--- src/hdl/hpbm_ram.sv ---
// generic single-write, single-read synchronous ram with registered read data
module hpbm_ram #(
  parameter int WIDTH = 24,
  parameter int DEPTH = 128
) (
  input  logic                     clk,
  input  logic                     we,
  input  logic [$clog2(DEPTH)-1:0] waddr,
  input  logic [WIDTH-1:0]         wdata,
  input  logic                     re,
  input  logic [$clog2(DEPTH)-1:0] raddr,
  output logic [WIDTH-1:0]         rdata
);

  logic [WIDTH-1:0] mem_r [DEPTH];
  logic [WIDTH-1:0] rdata_r;

  // write port
  always_ff @(posedge clk) begin
    if (we) begin
      mem_r[waddr] <= wdata;
    end
  end

  // read port, data registered on a read enable
  always_ff @(posedge clk) begin
    if (re) begin
      rdata_r <= mem_r[raddr];
    end
  end

  assign rdata = rdata_r;

endmodule
--- config.mk ---
export PLATFORM = sky130hd
export DESIGN_NAME = hpbm_ram
export DESIGN_NICKNAME = d
export VERILOG_FILES = /design/src/hdl/hpbm_ram.sv
export SDC_FILE = /design/constraint.sdc
export NUM_CORES = 2
export LEC_CHECK = 0
export BUFFER_PORTS_ARGS = -buffer_cell sky130_fd_sc_hd__buf_2
export CORE_ASPECT_RATIO = 1.75
export CORE_UTILIZATION = 42
export CTS_BUF_LIST = sky130_fd_sc_hd__clkbuf_2 sky130_fd_sc_hd__clkbuf_4 sky130_fd_sc_hd__clkbuf_8
export DETAILED_ROUTE_END_ITERATION = 16
export GPL_TIMING_DRIVEN = 0
export HOLD_SLACK_MARGIN = 0.02
export PLACE_DENSITY = 0.67
export SYNTH_ARGS = -nofsm -noshare
export SYNTH_HDL_FRONTEND = slang
export SYNTH_SLANG_ARGS = --single-unit
--- constraint.sdc ---
create_clock -name clk -period 4.7 [get_ports clk]
set_input_delay 0.47 -clock clk [delete_from_list [all_inputs] [get_ports clk]]
set_output_delay 0.47 -clock clk [all_outputs]
set_load 0.01 [all_outputs]
==> results.tsv <==
stage	metric	value	unit
synth	syn_avg_cell_area	25.9	sq um
synth	synth_top_family_by_area	multiplexers	
layout	stdcell_area	0.134	sq mm
clocking	tritoncts	yes	
timing	setup_ws	140	ps
status	status	complete, no violations	
layout	layout_common_cells	edfxtp_1, mux4_2, clkbuf_8	
layout	final_nets	5192	
clocking	numCtsBuffers	410	
critical_path	rrSetupSlack	1910	ps
placed_design	dpl_cell_area	0.126	sq mm
layout	fillers	21709	
clocking	clock_latency	1050	ps
detailed_routing	vias_per_cell	5.90	
critical_path	end_kind	register	
synth	synth_xor_xnor_area_share	0	%
critical_path	cp.required	5470	ps
timing	max_slew_margin	3.47	%
clocking	cts_buffer_depth	4	
clocking	cts.clk_slew.worst_paths	60	ps
global_routing	grt_pass1_wl	442	mm
floorplan	fp.dieW	402	microns
synth	synthCells	4538	
floorplan	fp-row-count	256	
timing	rsz0062_at_grt	false	
layout	syn_to_final_growth	14.2	%
global_routing	grt_pass1_vias	55960	
global_routing	grt.busiest_layer	met2	
floorplan	core_area	0.278	sq mm
layout	drive_gt1_share	36.9	%
timing	min_period	4560	ps
timing	whs	38.3	ps
hold_path	hold_start	wdata[8]	
synth	synthSimpleGateAreaFrac	0.593	%
timing	timing.final.crit_share	97.0	%
global_routing	use_met2	39.7	%
placed_design	pre_cts_ws	-800	ps
timing	max_freq	219	MHz
timing	slew_violations	0	
layout	final_common_cell	edfxtp_1	
pwr	vdd_ir_drop_max	0.217	mV
critical_path	r2r-end	rdata[18]	
critical_path	crit_fanout	10	
synth	synth_fa_ha_area_share	0	%
floorplan	die_y	702	microns
synth	ys_seq_area_share	79.0	%
synth	synth-seq-cells	3096	
global_routing	track_usage	22.9	%
synth	syn_nets	4579	
floorplan	initial_core_util	42.3	%
global_routing	grt_use_met1	24.1	%
critical_path	worstPathArrival	5330	ps
critical_path	start_kind	primary input	
timing	finalHoldViolCount	0	
synth	synth_mux_area_share	19.5	%
critical_path	worst-r2r-cell-count	4	
synth	ys_warn_count	0	
critical_path	crit_type	primary input to register	
critical_path	crit_start	raddr[2]	
placed_design	gp_congestion	0.943	
global_routing	grt_max_degree	97	
floorplan	io_pins	65	
clocking	cts_setup_buffers	0	
synth	synth_compound_gate_area_share	0	%
clocking	root_buffer	clkbuf_8	
global_routing	grt-ovfl-total	0	
run	maxCapViolations	0	
clocking	clock-sinks	3096	
global_routing	antenna_found_initial	47	
placed_design	port_buffers	53	
pwr	leakage	40.7	nW
pwr	powerDensity	401	mW/mm^2
hold_path	holdPathStages	1	
timing	worst-slew-pin-transition	1450	ps
detailed_routing	wl_per_cell	35.4	microns
detailed_routing	final_antenna_net_count	0	
synth	synth_cell_type_count	15	
detailed_routing	firstDrtPassIters	5	
timing	finClkSkew	78.3	ps
detailed_routing	dr_total_vias	54007	
pwr	total_power	53.8	mW
detailed_routing	drc	0	
floorplan	dieArea	0.282	sq mm
detailed_routing	wl	324	mm
timing	final.setup.tns	0	ps
critical_path	timing.rr.start	mem_r[93][18]	
hold_path	hp-class	primary input to register	
detailed_routing	drt_iter0_markers	6416	
synth	syn_area	0.118	sq mm
placed_design	dp_hpwl	215	mm
clocking	htree_num_levels	5	
global_routing	met3_usage	4.05	%
timing	setup-violations-final	0	
hold_path	hold_end	mem_r[41][8]	
logic make-up after synthesis:
group,count (synthesis)
flip-flops,3096
multiplexers,1032
buffers and inverters,240
AND/OR/NAND/NOR,170
per-stage QoR:
stage	utilization, %	std cells
final	48.3	9147
after detailed placement	45.3	8327
after global routing	48.3	9131
after floorplan	-	4538
after global placement	44.0	8203
after CTS	48.3	9085
state kept, by name, indices dropped and copies added (netlist names):
signal / count
rdata: 24
mem_r: 3072
cell usage after synthesis, drive strengths merged:
library cell     n  area (sq um)
edfxtp        3096         93000
mux4          1008         22700
clkbuf         151           567
nor2           122           458
buf             89           417
mux2            24           270
nand2           14          52.6
nand3           12          60.1
nor3             9          45.0
nor2b            7          43.8
nand4            3          18.8
nand2b           2          12.5
or3              1          6.26
worst max-delay path by stage:
stage,endpoint,cells past startpoint
2_1_floorplan,rdata[0],7
3_3_place_gp,rdata[4],7
3_5_place_dp,rdata[4],7
4_1_cts,rdata[4],7
5_1_grt,rdata[10],7
6_report,rdata[4],7
power by group:
part | switching, mW | internal [mW]
Sequential | 0.0371 | 30.5
Clock | 9.97 | 10.0
Combinational | 2.12 | 1.18
Total | 12.1 | 41.7
worst max-delay path: stages:
cell,delay [ps]
clkbuf_1,850
clkbuf_2,850
clkbuf_1,1040
mux4_2,420
mux4_2,670
mux4_2,630
mux2_2,340
cell type report:
type | instances | area, sq um | share of cell area (%)
antenna | 62 | 155 | 0.115
tap | 3612 | 4520 | 3.36
clock inverter | 217 | 1430 | 1.06
sequential | 3096 | 93000 | 69.2
buffer | 240 | 1010 | 0.749
timing repair buffer | 201 | 3250 | 2.42
clock buffer | 517 | 6480 | 4.83
multi-input combinational | 1202 | 24500 | 18.3
routing by layer:
metal | vias to the layer above | wire [microns] | share of wire, %
met2 | 2853 | 171000 | 53
met4 | 12 | 28900 | 8.9
met1 | 29117 | 100000 | 31
met5 | - | 80 | 0.025
met3 | 719 | 23800 | 7.4
li1 | 21306 | - | -
repair_timing:
action | CTS | global route
hold endpoints to repair | 884 | 0
hold buffers | 24 | 0
gates resized for setup | 0 | 0
Note: power is estimated with default switching activity, not from simulation.
